$ cat src/design/assert_macros.svh
// Assertion macros shared by the register block modules
`ifndef ASSERT_MACROS_SVH
`define ASSERT_MACROS_SVH

// Checked at every clock edge outside reset
`define UHCR_ASSERT(lbl, prop, msg) \
    lbl: assert property (@(posedge i_clk) disable iff (!i_rst_n) prop) else $error(msg);

// Checked at every clock edge, reset included
`define UHCR_ASSERT_ALWAYS(lbl, prop, msg) \
    lbl: assert property (@(posedge i_clk) prop) else $error(msg);

`endif

$ cat src/design/uhcr_pkg.sv
// Types, constants and register layout of the host controller register block
package uhcr_pkg;

    // Root ports and tick clamp
    localparam int NUM_PORTS       = 2;
    localparam int PORT_IW         = (NUM_PORTS > 1) ? $clog2(NUM_PORTS) : 1;
    localparam logic [7:0] MAX_TICK_FRAMES = 8'd16;

    // Item kinds
    localparam logic [2:0] KIND_READ   = 3'd0;
    localparam logic [2:0] KIND_WRITE  = 3'd1;
    localparam logic [2:0] KIND_ATTACH = 3'd2;
    localparam logic [2:0] KIND_DETACH = 3'd3;
    localparam logic [2:0] KIND_TICK   = 3'd4;

    // Result codes
    localparam logic [1:0] RC_OK       = 2'd0;
    localparam logic [1:0] RC_RESET    = 2'd1;
    localparam logic [1:0] RC_BAD_PORT = 2'd2;

    // Access sizes
    localparam logic [1:0] SIZE_BYTE = 2'd0;

    // Register offsets
    localparam logic [4:0] OFF_CMD     = 5'h00;
    localparam logic [4:0] OFF_STS     = 5'h02;
    localparam logic [4:0] OFF_INTR    = 5'h04;
    localparam logic [4:0] OFF_FRNUM   = 5'h06;
    localparam logic [4:0] OFF_FLBASE0 = 5'h08;
    localparam logic [4:0] OFF_FLBASE1 = 5'h0a;
    localparam logic [4:0] OFF_SOF     = 5'h0c;

    // Command bits
    localparam int CMD_RS      = 0;
    localparam int CMD_HCRESET = 1;
    localparam int CMD_GRESET  = 2;
    localparam int CMD_EGSM    = 3;
    localparam int CMD_FGR     = 4;

    // Status bits
    localparam int STS_USBINT = 0;
    localparam int STS_RD     = 2;
    localparam int STS_HALTED = 5;

    // Port control bits and masks
    localparam int PRT_CCS  = 0;
    localparam int PRT_CSC  = 1;
    localparam int PRT_EN   = 2;
    localparam int PRT_ENC  = 3;
    localparam int PRT_RD   = 6;
    localparam int PRT_LSDA = 8;
    localparam logic [15:0] PRT_READ_ONLY   = 16'h01bb;
    localparam logic [15:0] PRT_WRITE_CLEAR = 16'h000a;

    // Reset and fill values
    localparam logic [15:0] UNMAPPED_VALUE = 16'hff7f;
    localparam logic [15:0] STS_RESET      = 16'h0020;
    localparam logic [15:0] PORT_RESET     = 16'h0080;
    localparam logic [7:0]  SOF_RESET      = 8'd64;

    // One input item
    typedef struct packed {
        logic [2:0]  kind;
        logic [4:0]  reg_offset;
        logic [1:0]  access_size;
        logic [15:0] write_data;
        logic        port_number;
        logic        low_speed;
        logic [7:0]  elapsed_frames;
    } t_item;

    // One result item
    typedef struct packed {
        logic [15:0] read_data;
        logic [1:0]  result_code;
        logic        irq_pulse;
    } t_result;

endpackage

$ cat src/design/uhcr_in_stage.sv
// Input register stage: holds one accepted item until the register file takes it
module uhcr_in_stage import uhcr_pkg::*; (
    input  logic  i_clk,
    input  logic  i_rst_n,
    input  logic  i_load,
    input  logic  i_adv,
    input  t_item i_item,
    output logic  o_valid,
    output t_item o_item
);

    logic  r_valid;
    t_item r_item;

    // Occupancy flag
    always_ff @(posedge i_clk) begin
        if (!i_rst_n) begin
            r_valid <= 1'b0;
        end else if (i_load) begin
            r_valid <= 1'b1;
        end else if (i_adv) begin
            r_valid <= 1'b0;
        end
    end

    // Item payload
    always_ff @(posedge i_clk) begin
        if (i_load) begin
            r_item <= i_item;
        end
    end

    assign o_valid = r_valid;
    assign o_item  = r_item;

endmodule

$ cat src/design/uhcr_regfile.sv
// Controller registers and the update logic for one item
module uhcr_regfile import uhcr_pkg::*; (
    input  logic       i_clk,
    input  logic       i_rst_n,
    input  logic       i_cfg_we,
    input  logic [7:0] i_cfg_data,
    input  logic       i_adv,
    input  t_item      i_item,
    output t_result    o_res
);

`include "assert_macros.svh"

    logic [7:0]  r_limit;
    logic [15:0] r_cmd,   n_cmd;
    logic [15:0] r_sts,   n_sts;
    logic        r_sts2,  n_sts2;
    logic [15:0] r_intr,  n_intr;
    logic [10:0] r_frnum, n_frnum;
    logic [31:12] r_flbase, n_flbase;
    logic [7:0]  r_sof,   n_sof;
    logic [15:0] r_port [NUM_PORTS];
    logic [15:0] n_port [NUM_PORTS];
    logic        r_pend,  n_pend;

    logic [15:0] wdata;
    logic [2:0]  reg_port;
    logic [2:0]  sel_port3;
    logic [PORT_IW-1:0] pidx;
    logic        reg_port_ok;
    logic        evt_port_ok;
    logic [15:0] pval;
    logic [15:0] pwr_v;
    logic [15:0] pwr_keep;
    logic        any_rd;
    logic [15:0] rd_val;
    logic [7:0]  skip;
    logic [7:0]  run1;
    logic [7:0]  run2;
    logic        is_tick;

    // Write data, byte writes zero-extended
    assign wdata = (i_item.access_size == SIZE_BYTE) ?
                   {8'h00, i_item.write_data[7:0]} : i_item.write_data;

    // Port selection: from the offset for accesses, from the port field for events
    assign reg_port    = i_item.reg_offset[3:1];
    assign reg_port_ok = i_item.reg_offset[4] && ({1'b0, reg_port} < 4'(NUM_PORTS));
    assign evt_port_ok = {3'b000, i_item.port_number} < 4'(NUM_PORTS);
    assign sel_port3   = (i_item.kind == KIND_READ || i_item.kind == KIND_WRITE) ?
                         reg_port : {2'b00, i_item.port_number};
    assign pidx        = sel_port3[PORT_IW-1:0];
    assign pval        = r_port[pidx];

    // Any port reporting resume detect
    always_comb begin
        any_rd = 1'b0;
        for (int i = 0; i < NUM_PORTS; i++) begin
            any_rd = any_rd | r_port[i][PRT_RD];
        end
    end

    // Port write: keep read-only bits, clear write-clear bits written as one
    always_comb begin
        pwr_v = wdata;
        if (!pval[PRT_CCS]) begin
            pwr_v[PRT_EN] = 1'b0;
        end
        pwr_keep = ((pval & PRT_READ_ONLY) | (pwr_v & ~PRT_READ_ONLY))
                   & ~(pwr_v & PRT_WRITE_CLEAR);
    end

    // Register read mux
    always_comb begin
        case (i_item.reg_offset)
            OFF_CMD:     rd_val = r_cmd;
            OFF_STS:     rd_val = r_sts;
            OFF_INTR:    rd_val = r_intr;
            OFF_FRNUM:   rd_val = {5'b00000, r_frnum};
            OFF_FLBASE0: rd_val = {r_flbase[15:12], 12'h000};
            OFF_FLBASE1: rd_val = r_flbase[31:16];
            OFF_SOF:     rd_val = {8'h00, r_sof};
            default:     rd_val = reg_port_ok ? pval : UNMAPPED_VALUE;
        endcase
    end

    // Tick: frames over the catch-up limit are skipped, the rest clamped
    assign skip = (i_item.elapsed_frames > r_limit) ? (i_item.elapsed_frames - r_limit) : 8'd0;
    assign run1 = (i_item.elapsed_frames > r_limit) ? r_limit : i_item.elapsed_frames;
    assign run2 = (run1 > MAX_TICK_FRAMES) ? MAX_TICK_FRAMES : run1;

    // Next state and result for the item in the input register
    always_comb begin
        n_cmd    = r_cmd;
        n_sts    = r_sts;
        n_sts2   = r_sts2;
        n_intr   = r_intr;
        n_frnum  = r_frnum;
        n_flbase = r_flbase;
        n_sof    = r_sof;
        n_pend   = r_pend;
        for (int i = 0; i < NUM_PORTS; i++) begin
            n_port[i] = r_port[i];
        end
        o_res = '0;

        case (i_item.kind)
            KIND_READ: begin
                o_res.read_data = (i_item.access_size == SIZE_BYTE) ?
                                  {8'h00, rd_val[7:0]} : rd_val;
            end
            KIND_WRITE: begin
                case (i_item.reg_offset)
                    OFF_CMD: begin
                        if (wdata[CMD_RS] && !r_cmd[CMD_RS]) begin
                            n_sts[STS_HALTED] = 1'b0;
                        end else if (!wdata[CMD_RS]) begin
                            n_sts[STS_HALTED] = 1'b1;
                        end
                        if (wdata[CMD_GRESET] || wdata[CMD_HCRESET]) begin
                            // controller reset, ports and frame number kept
                            n_cmd    = '0;
                            n_sts    = STS_RESET;
                            n_sts2   = 1'b0;
                            n_intr   = '0;
                            n_flbase = '0;
                            n_sof    = SOF_RESET;
                            o_res.result_code = RC_RESET;
                            o_res.irq_pulse   = 1'b1;
                        end else begin
                            n_cmd = wdata;
                            if (wdata[CMD_EGSM] && any_rd) begin
                                n_cmd[CMD_FGR]   = 1'b1;
                                n_sts[STS_RD]    = 1'b1;
                                o_res.irq_pulse  = 1'b1;
                            end
                        end
                    end
                    OFF_STS: begin
                        n_sts = r_sts & ~wdata;
                        if (wdata[STS_USBINT]) begin
                            n_sts2 = 1'b0;
                        end
                        o_res.irq_pulse = 1'b1;
                    end
                    OFF_INTR: begin
                        n_intr = wdata;
                        o_res.irq_pulse = 1'b1;
                    end
                    OFF_FRNUM: begin
                        if (r_sts[STS_HALTED]) begin
                            n_frnum = wdata[10:0];
                        end
                    end
                    OFF_FLBASE0: n_flbase[15:12] = wdata[15:12];
                    OFF_FLBASE1: n_flbase[31:16] = wdata;
                    OFF_SOF:     n_sof = wdata[7:0];
                    default: begin
                        if (i_item.reg_offset[4]) begin
                            if (reg_port_ok) begin
                                n_port[pidx] = pwr_keep;
                            end else begin
                                o_res.result_code = RC_BAD_PORT;
                            end
                        end
                    end
                endcase
            end
            KIND_ATTACH, KIND_DETACH: begin
                if (!evt_port_ok) begin
                    o_res.result_code = RC_BAD_PORT;
                end else begin
                    if (i_item.kind == KIND_ATTACH) begin
                        n_port[pidx][PRT_CCS]  = 1'b1;
                        n_port[pidx][PRT_CSC]  = 1'b1;
                        n_port[pidx][PRT_LSDA] = i_item.low_speed;
                    end else begin
                        if (pval[PRT_CCS]) begin
                            n_port[pidx][PRT_CCS] = 1'b0;
                            n_port[pidx][PRT_CSC] = 1'b1;
                        end
                        if (pval[PRT_EN]) begin
                            n_port[pidx][PRT_EN]  = 1'b0;
                            n_port[pidx][PRT_ENC] = 1'b1;
                        end
                    end
                    // global resume
                    n_cmd[CMD_FGR]  = 1'b1;
                    n_sts[STS_RD]   = 1'b1;
                    o_res.irq_pulse = 1'b1;
                end
            end
            KIND_TICK: begin
                if (!r_cmd[CMD_RS]) begin
                    n_sts[STS_HALTED] = 1'b1;
                end else begin
                    n_frnum = r_frnum + 11'(skip) + 11'(run2);
                    if (r_pend) begin
                        n_sts2 = 1'b1;
                        n_sts[STS_USBINT] = 1'b1;
                        o_res.irq_pulse   = 1'b1;
                    end
                    n_pend = 1'b0;
                end
            end
            default: begin
                o_res = '0;
            end
        endcase
    end

    // Catch-up limit register
    always_ff @(posedge i_clk) begin
        if (!i_rst_n) begin
            r_limit <= '0;
        end else if (i_cfg_we) begin
            r_limit <= i_cfg_data;
        end
    end

    // Controller state, updated as each item passes
    always_ff @(posedge i_clk) begin
        if (!i_rst_n) begin
            r_cmd    <= '0;
            r_sts    <= STS_RESET;
            r_sts2   <= 1'b0;
            r_intr   <= '0;
            r_frnum  <= '0;
            r_flbase <= '0;
            r_sof    <= SOF_RESET;
            r_pend   <= 1'b1;
            for (int i = 0; i < NUM_PORTS; i++) begin
                r_port[i] <= PORT_RESET;
            end
        end else if (i_adv) begin
            r_cmd    <= n_cmd;
            r_sts    <= n_sts;
            r_sts2   <= n_sts2;
            r_intr   <= n_intr;
            r_frnum  <= n_frnum;
            r_flbase <= n_flbase;
            r_sof    <= n_sof;
            r_pend   <= n_pend;
            for (int i = 0; i < NUM_PORTS; i++) begin
                r_port[i] <= n_port[i];
            end
        end
    end

    assign is_tick = (i_item.kind == KIND_TICK);

    // Frame number moves only on a tick or a write
    `UHCR_ASSERT(a_frnum_src, $past(i_rst_n) && (r_frnum != $past(r_frnum)) |-> $past(i_adv && (is_tick || i_item.kind == KIND_WRITE)), "frame number changed without tick or write")
    // A tick while stopped leaves the controller halted
    `UHCR_ASSERT(a_tick_halt, i_adv && is_tick && !r_cmd[CMD_RS] |=> r_sts[STS_HALTED], "tick while stopped did not halt")

endmodule

$ cat src/design/uhcr_out_stage.sv
// Result register: holds one result item until the receiver takes it
module uhcr_out_stage import uhcr_pkg::*; (
    input  logic    i_clk,
    input  logic    i_rst_n,
    input  logic    i_load,
    input  logic    i_stall,
    input  t_result i_res,
    output logic    o_valid,
    output t_result o_res
);

    logic    r_valid;
    t_result r_res;

    // Occupancy flag
    always_ff @(posedge i_clk) begin
        if (!i_rst_n) begin
            r_valid <= 1'b0;
        end else if (i_load) begin
            r_valid <= 1'b1;
        end else if (!i_stall) begin
            r_valid <= 1'b0;
        end
    end

    // Result payload
    always_ff @(posedge i_clk) begin
        if (i_load) begin
            r_res <= i_res;
        end
    end

    assign o_valid = r_valid;
    assign o_res   = r_res;

endmodule

$ cat src/design/usb_host_controller_registers.sv
// Register block of a UHCI-style USB host controller: register reads and writes,
// port attach and detach, and frame ticks, one item per clock while the input does
// not stall. An accepted item is held in an input register and goes through the
// register file's combinational update logic. Its result is loaded into the result
// register when the held item advances, that is while the result register is empty
// or the receiver takes it. A new item is accepted every cycle while the receiver
// keeps up. When the result register is full and the receiver stalls, a held item
// cannot move on, so the input stalls in that same cycle. Each item is one
// read-modify-write of the controller registers, so throughput is set by that
// one update path. The user must write the catch-up frame limit through the
// configuration port only while no item is in flight; the block does not enforce it.
module usb_host_controller_registers import uhcr_pkg::*; (
    input  logic        i_clk,
    input  logic        i_rst_n,
    input  logic        i_cfg_we,
    input  logic [7:0]  i_cfg_data,
    input  logic        i_valid,
    output logic        o_stall,
    input  logic [2:0]  i_kind,
    input  logic [4:0]  i_reg_offset,
    input  logic [1:0]  i_access_size,
    input  logic [15:0] i_write_data,
    input  logic        i_port_number,
    input  logic        i_low_speed,
    input  logic [7:0]  i_elapsed_frames,
    output logic        o_valid,
    input  logic        i_stall,
    output logic [15:0] o_read_data,
    output logic [1:0]  o_result_code,
    output logic        o_irq_pulse
);

`include "assert_macros.svh"

    t_item   in_item;
    t_item   held_item;
    t_result core_res;
    t_result out_res;
    logic    held_valid;
    logic    adv;
    logic    accept;

    // Pipeline control: the held item moves on when the result register is free
    assign adv     = held_valid && (!o_valid || !i_stall);
    assign o_stall = held_valid && !adv;
    assign accept  = i_valid && !o_stall;

    assign in_item = '{kind:           i_kind,
                       reg_offset:     i_reg_offset,
                       access_size:    i_access_size,
                       write_data:     i_write_data,
                       port_number:    i_port_number,
                       low_speed:      i_low_speed,
                       elapsed_frames: i_elapsed_frames};

    uhcr_in_stage u_in (
        .i_clk   (i_clk),
        .i_rst_n (i_rst_n),
        .i_load  (accept),
        .i_adv   (adv),
        .i_item  (in_item),
        .o_valid (held_valid),
        .o_item  (held_item)
    );

    uhcr_regfile u_regs (
        .i_clk      (i_clk),
        .i_rst_n    (i_rst_n),
        .i_cfg_we   (i_cfg_we),
        .i_cfg_data (i_cfg_data),
        .i_adv      (adv),
        .i_item     (held_item),
        .o_res      (core_res)
    );

    uhcr_out_stage u_out (
        .i_clk   (i_clk),
        .i_rst_n (i_rst_n),
        .i_load  (adv),
        .i_stall (i_stall),
        .i_res   (core_res),
        .o_valid (o_valid),
        .o_res   (out_res)
    );

    assign o_read_data   = out_res.read_data;
    assign o_result_code = out_res.result_code;
    assign o_irq_pulse   = out_res.irq_pulse;

    // An empty result register never holds back the input side
    `UHCR_ASSERT_ALWAYS(a_no_false_stall, !o_valid |-> !o_stall, "input stalled with empty result register")
    // A controller reset always comes with an interrupt
    `UHCR_ASSERT(a_reset_irq, o_valid && (o_result_code == RC_RESET) |-> o_irq_pulse, "controller reset without interrupt")

endmodule

$ cat config.mk
export PLATFORM = sky130hd
export DESIGN_NAME = usb_host_controller_registers
export DESIGN_NICKNAME = d
export VERILOG_FILES = /design/src/design/uhcr_pkg.sv /design/src/design/uhcr_in_stage.sv /design/src/design/uhcr_regfile.sv /design/src/design/uhcr_out_stage.sv /design/src/design/usb_host_controller_registers.sv
export VERILOG_INCLUDE_DIRS = /design/src /design/src/design
export SDC_FILE = /design/constraint.sdc
export NUM_CORES = 1
export LEC_CHECK = 0
export ABC_AREA = 1
export BUFFER_PORTS_ARGS = -buffer_cell sky130_fd_sc_hd__buf_4
export CELL_PAD_IN_SITES_DETAIL_PLACEMENT = 0
export CELL_PAD_IN_SITES_GLOBAL_PLACEMENT = 1
export CORE_MARGIN = 2
export CORE_UTILIZATION = 41
export DETAILED_ROUTE_END_ITERATION = 10
export GPL_ROUTABILITY_DRIVEN = 1
export PLACE_DENSITY_LB_ADDON = 0.08
export SLEW_MARGIN = 20
export SYNTH_ARGS = -nofsm -noshare
export SYNTH_HDL_FRONTEND = slang
export SYNTH_SLANG_ARGS = --single-unit
$ cat constraint.sdc
create_clock -name i_clk -period 3.9 [get_ports i_clk]
set_input_delay 0.39 -clock i_clk [delete_from_list [all_inputs] [get_ports i_clk]]
set_output_delay 0.39 -clock i_clk [all_outputs]
set_load 0.005 [all_outputs]
### Word-level counts from Yosys, hierarchy flattened

Memories as Yosys holds them, arrays and structs flattened.
Cells that the tools add are included.

| storage, ports and cells | value |
|---|---|
| memories | 1 |
| logic and storage cells | 197 |
| output and inout bits | 21 |
| flip-flop bits (word level) | 153 |
| RAM bits | 32 |
| input port bits | 49 |

Memories:

| memory | depth | width | read ports | clocked after Yosys merged registers in | wr ports | line | RTL |
|---|---|---|---|---|---|---|---|
| u_regs.r_port | 2 | 16 | 3 | 0 | 2 | uhcr_regfile.sv:22 | `logic [15:0] r_port [NUM_PORTS];` |

| operators by class | value |
|---|---|
| reduce and logical (&&, ||, !) cells | 43 |
| multiplexer cells | 79 |
| add/subtract/negate cells | 3 |
| bitwise gates (word level) | 18 |
| equal/unequal tests | 22 |
| order comparisons | 5 |

Operator list:

| kind | count |
|---|---|
| two-way mux 32 bit | 8 |
| bitwise OR 32 bit | 4 |
| two-way mux 16 bit | 7 |
| case mux 16 bit (7 select lines) | 1 |
| demux 16 bit (select 1 bit) | 6 |
| case mux 16 bit (2 select lines) | 3 |
| bitwise AND 32 bit | 2 |
| bitwise mux 32 bit | 2 |
| inverter 32 bit | 2 |
| case mux 32 bit (2 select lines) | 1 |
| two-way mux 11 bit | 3 |
| bitwise AND 16 bit | 2 |
| two-way mux 8 bit | 4 |
| two-way mux 1 bit | 24 |
| AND reduction 4 bit | 6 |
| adder 11 x 8 -> 11 bit | 2 |
| case mux 11 bit (2 select lines) | 1 |
| two-way mux 20 bit | 1 |
| inverter 16 bit | 1 |
| inverter 4 -> 16 bit | 1 |
| bitwise OR 9 x 16 -> 16 bit | 1 |
| case mux 8 bit (2 select lines) | 1 |
| nonzero test 2 bit | 8 |
| equality test 5 x 4 -> 1 bit (second input constant) | 3 |
| other kinds (41) | 76 |

### Logic depth before layout (Yosys ltp)

| depth | value |
|---|---|
| depth in word-level cells | 20 |
| mapped depth | 29 |
| mapped depth without buffers | 29 |

### Hierarchy

Synthesis repeated with hierarchy kept, for this count alone.

| unflattened totals | value |
|---|---|
| cells, all modules | 1,163 |
| area total of the unflattened synthesis | 9,342.7 um^2 |

Modules (own cells, without submodules):

| module | cells an instance | area each (um^2) | seq. area each (um^2) | times used |
|---|---|---|---|---|
| uhcr_regfile | 1,092 | 7,583.5 | 2,882.8 | 1 |
| uhcr_in_stage | 42 | 1,124.8 | 1,101.1 | 1 |
| uhcr_out_stage | 24 | 610.6 | 590.6 | 1 |
| usb_host_controller_registers | 5 | 23.8 | 0.0 | 1 |

### Worst setup path before layout

OpenSTA, ideal clock, no wires.

| timing path | value |
|---|---|
| kind | reg2reg |
| start point | register u_in.r_item, in the netlist u_in.o_item[0] |
| end point | register u_regs.r_frnum[9] |
| setup slack | 8 ps |
| stages on the path, launching flop included | 28 |
| arrival time | 3,759 ps |
| path through | edfxtp_1 -> inv_1 -> ha_1 -> inv_1 -> fa_1 -> nand3_1 -> nand3_1 -> nand2_1 -> nand2_2 -> nand2_2 -> buf_6 -> nand2_1 -> a21oi_2 -> nand3_1 -> fa_1 -> inv_1 -> ha_1 -> fa_1 -> nand2_1 -> nand2_1 -> nand2_1 -> nand2_1 -> nand4_1 -> nand2_1 -> nand2_1 -> nand3_1 -> nand2_1 -> a21oi_1 |

| on the way | value |
|---|---|
| cells in the longest elaborated chain, start to end | 7 |
| elaborated cells between the ends (all ways) | 10 |
| classes of those cells | add/sub (3); order compare (2); mux (5) |

Ends and longest elaborated chain:

| item | line | RTL |
|---|---|---|
| start: declaration | uhcr_in_stage.sv:13 | `t_item r_item;` |
| start signal: assignment | uhcr_in_stage.sv:29 | `r_item <= i_item;` |
| parallel branches: the longest is 4 deep, another holds adder 11 x 8 -> 11 bit | -- |  |
| adder 11 x 8 -> 11 bit (*) | uhcr_regfile.sv:197 | `n_frnum = r_frnum + 11'(skip) + 11'(run2);` |
| two-way mux 11 bit (*) | uhcr_regfile.sv:194 | `if (!r_cmd[CMD_RS]) begin` |
| case mux 11 bit (2 select lines) (*) | uhcr_regfile.sv:107 | `case (i_item.kind)` |
| end signal: assignment | uhcr_regfile.sv:240 | `r_frnum <= n_frnum;` |
| end: declaration | uhcr_regfile.sv:19 | `logic [10:0] r_frnum, n_frnum;` |

Mark *: on every way between the ends. The select of a mux whose other input is x is not followed.
A chain may end at the register's enable or synchronous reset.

### Final worst setup path

| timing path | value |
|---|---|
| start point | register u_in.r_item, in the netlist u_in.o_item[0] |
| end point | register u_regs.r_frnum[8] |

Same word-level chain as after synthesis.

==> metrics.md <==
| Metric | Value |
|---|---|
| Top cells by area, synth | edfxtp_1 28%, dfxtp_1 21%, nand2_1 12%, a21oi_1 7.7%, inv_1 4.9% |
| Max-slew violations | 0 |
| First-pass GRT wire length | 44000 um |
| Via count | just over 8000 |
| CP Capture Point | u_regs.r_frnum[8] |
| Number of fill cells | 2225 |
| Max-Cap Viols | 0 |
| Std-Cell Core Area | ~22000 um2 |
| Htree depth | 4 |
| Reg2reg start | u_in.o_item[0] |
| CTS Sinks | 185 |
| Synth Area in Adders | about 4.3% |
| Initial Utilization | around two fifths |
| Synth area leader | edfxtp_1 |
| Synth Warn # | 0 |
| Max clock buf depth | 2 |
| Hold Path Class | in2reg |
| Area occupied by registers | 4570 um2 |
| CTS Hold Bufs | 0 |
| Relative max-transition margin | 38.8% |
| Worst reg2reg path endpoint | u_regs.r_frnum[8] |
| DP HPWL | 19900 um |
| WS Path Type | reg2reg |
| Final hold vios | 0 |
| Worst EP required | 4180 ps |
| CP startpoint kind | register |
| Synth async-reset ratio | 0% |
| Total negative slack | 0 ps |
| Core Rows | 55 |
| Largest net degree at the start of global routing | 69 |
| Leakage | 4.38 nW |
| Setup crit start | u_in.o_item[0] |
| Placer Congestion | 0.852 |
| Detail-routed via count per cell | roughly 5.3 |
| Layout cells sized above 1 | a little under a fifth |
| Hold path depth | 1 |
| RSZ-0062 raised after global routing | true |
| Total grt overflow | 0 |
| Synthesized-area fraction occupied by xor and xnor cells | less than 1% |
| Worst reg-to-reg path cell count | 26 |
| Initial DRC Count | 592 |
| Slew @ Worst Pin | 918 ps |
| Post-synthesis average cell area | 8.17 um2 |
| Nets | 1296 |
| DRT Pass-1 Iters | 5 |
| GR Util All Layers | 24.2% |
| Die X | 155 um |
| Antenna violations before repair | 0 |
| Area of placed instances | 10200 um2 |
| Max frequency | 0.267 GHz |
| Compound-cell area share of the yosys netlist | 16.2% |
| Routed len/inst | roughly 19 um |
| CTS tree | yes |
| Fin area | 11000 um2 |
| Port bufs | 69 |
| Die area | 23900 um2 |
| Top-area cell type share of the netlist area | 28.1% |
| Total CTS buffers | 17 |
| Status | finished clean |
| CTS Root Cell | clkbuf_16 |
| Worst setup EP type | register |
| Ys flop type | dfxtp_1 |
| Largest family of logic cells by synthesized area | simple AND/OR/NAND/NOR gates |
| Post-route ant nets | 0 |
| Cells after Synth | around 1100 |
| IO Count | 70 |
| CP Max Fanout | 5 |
| Register area share after synthesis | 49.2% |
| FF-to-FF setup slack | about 150 ps |
| Yosys reg bits | 185 |
| Period minus WS final | 3750 ps |
| Clock latency on the worst-skew pair | 440 ps |
| Pwr/cell area | 419 nW/um2 |
| Register clock-pin slew on the reported worst setup and hold paths | about 70 ps |
| Layout area overhead | 18.4% |
| Peak VDD IR | 0.000229 V |
| Residual DRC | 0 |
| # diodes | 0 |
| Distinct cells, synth | roughly 50 |
| Crit path DAT | 4030 ps |
| Vias in the first global route | 7604 |
| Multi-input logic area | 4180 um2 |
| Final worst-path cycle share | 96.2% |
| Mapped Area | 9310 um2 |
| Mux cell area share after synthesis | 0% |
| Routed wire length | around 28000 um |
| Post-synth EDFFs | 87 |
| Die Y | roughly 150 um |
| Clk_skew | ~8.9 ps |
| Post-Synth Simple-Gate Area | 22.0% |
| Final setup violation count | 0 |
-- kinds of logic (layout without fill, tap and decap cells) --
group	after synthesis	count (layout)
AO/OA/AOI/OAI	269	269
XOR/XNOR	3	3
buffers and inverters	184	276
other	1	3
AND/OR/NAND/NOR	471	472
flip-flops	185	185
adder cells (fa/ha/maj)	26	26
-- registers in the layout, summed over array words and instances (netlist names), 8 cells and up --
name,count
u_in.o_item,36
u_out.o_res,19
u_regs.r_cmd,16
u_regs.r_flbase,20
u_regs.r_frnum,11
u_regs.r_intr,16
u_regs.r_limit,8
u_regs.r_port,32
u_regs.r_sof,8
u_regs.r_sts,16
-- where the power goes --
group	switching [mW]	internal [mW]	leakage (nW)
sequential	0.0469	2.10	1.66
combinational	0.457	0.271	2.43
clock	0.785	0.963	0.290
-- synthesized netlist by cell type, types with 4 or more instances --
| cell | number |
|---|---|
| clkbuf_1 | 17 |
| a211oi_1 | 8 |
| nand4_1 | 15 |
| nor2_2 | 7 |
| dfxtp_1 | 98 |
| o21ai_1 | 15 |
| nand2_2 | 4 |
| a21oi_2 | 4 |
| nand2_1 | 297 |
| ha_1 | 16 |
| o211ai_1 | 7 |
| a22oi_1 | 4 |
| a221oi_1 | 4 |
| inv_1 | 121 |
| buf_4 | 5 |
| buf_2 | 14 |
| nor2_4 | 6 |
| a31oi_1 | 12 |
| a21oi_1 | 143 |
| o21ai_0 | 56 |
| inv_2 | 17 |
| nor3_1 | 14 |
| edfxtp_1 | 87 |
| nor2_1 | 53 |
| nand3_1 | 63 |
| fa_1 | 10 |
-- routing by layer --
metal / global-route usage (%) / up-vias / part of all wire [%] / wire length, um
met2: 36.9 / 194 / 45 / 12600
met4: 5.29 / 0 / 1.3 / 372
li1: - / 3984 / - / -
met5: 0 / - / 0 / 0
met1: 35.7 / 3869 / 49 / 13800
met3: 4.62 / 24 / 5.2 / 1460
-- cell usage in the layout, fill, tap and decap left out, types with 19 or more instances in the layout --
master / instances
buf_4: 98
o21ai_1: 19
nor2_1: 48
nand3_1: 58
inv_2: 22
o21ai_0: 49
dfxtp_1: 98
edfxtp_1: 87
a21oi_1: 142
inv_1: 117
nand2_1: 286
clkbuf_16: 19
-- worst max-delay path: stages (launching register included) --
cell	delay (ps)
edfxtp_1	380
inv_2	80
ha_4	120
inv_2	40
fa_2	350
nand3_2	80
nand3_2	70
nand2_1	90
nand2_2	110
nand2_4	120
buf_6	110
nand2_4	40
nand2_4	60
nand3_2	90
nor2_4	180
o21bai_4	90
fa_1	490
inv_2	50
ha_1	300
nand3_1	90
nand3_1	130
nand3_1	100
nand2_1	80
a21oi_1	120
o21ai_0	110
nand2_1	70
a21oi_1	60
-- final cells by class --
| class | count | area share (%) |
|---|---|---|
| multi-input combinational | 773 | 37.9 |
| timing repair buffer | 102 | 7.09 |
| inverter | 142 | 4.86 |
| clock buffer | 20 | 4.35 |
| tap | 285 | 3.24 |
| clock inverter | 12 | 1.01 |
| sequential | 185 | 41.5 |
-- repair_timing --
item,CTS,global route
endpoints found under the setup margin,5,8
gates resized for setup,3,58
gates cloned,0,1
buffers inserted,4,3
hold endpoints to repair,0,0
pin swaps,1,30
-- per-stage QoR --
step | utilization [%] | std cells | setup slack (ps) | hold slack [ps] | total power [mW]
after floorplan | - | 1141 | 8.35 | 416 | 2.59
after global placement | 45.4 | 1480 | -21.9 | 426 | 2.83
after detailed placement | 45.4 | 1480 | -115 | 437 | 2.83
after CTS | 48.2 | 1516 | 7.57 | 109 | 4.58
after global routing | 49.1 | 1519 | -189 | 102 | 4.82
final | 49.1 | 1519 | 150 | 125 | 4.62
-- worst min-delay path by stage --
stage,end,slack [ps],startpoint
2_1_floorplan,u_regs.r_cmd[2],420,u_regs.r_cmd[2]
3_3_place_gp,u_regs.r_cmd[2],430,u_regs.r_cmd[2]
3_5_place_dp,u_regs.r_cmd[2],440,u_regs.r_cmd[2]
4_1_cts,u_in.o_item[22],110,i_write_data[12]
5_1_grt,u_in.o_item[22],100,i_write_data[12]
6_report,u_in.o_item[22],120,i_write_data[12]
No activity file was read; power rests on OpenSTA's default activity.
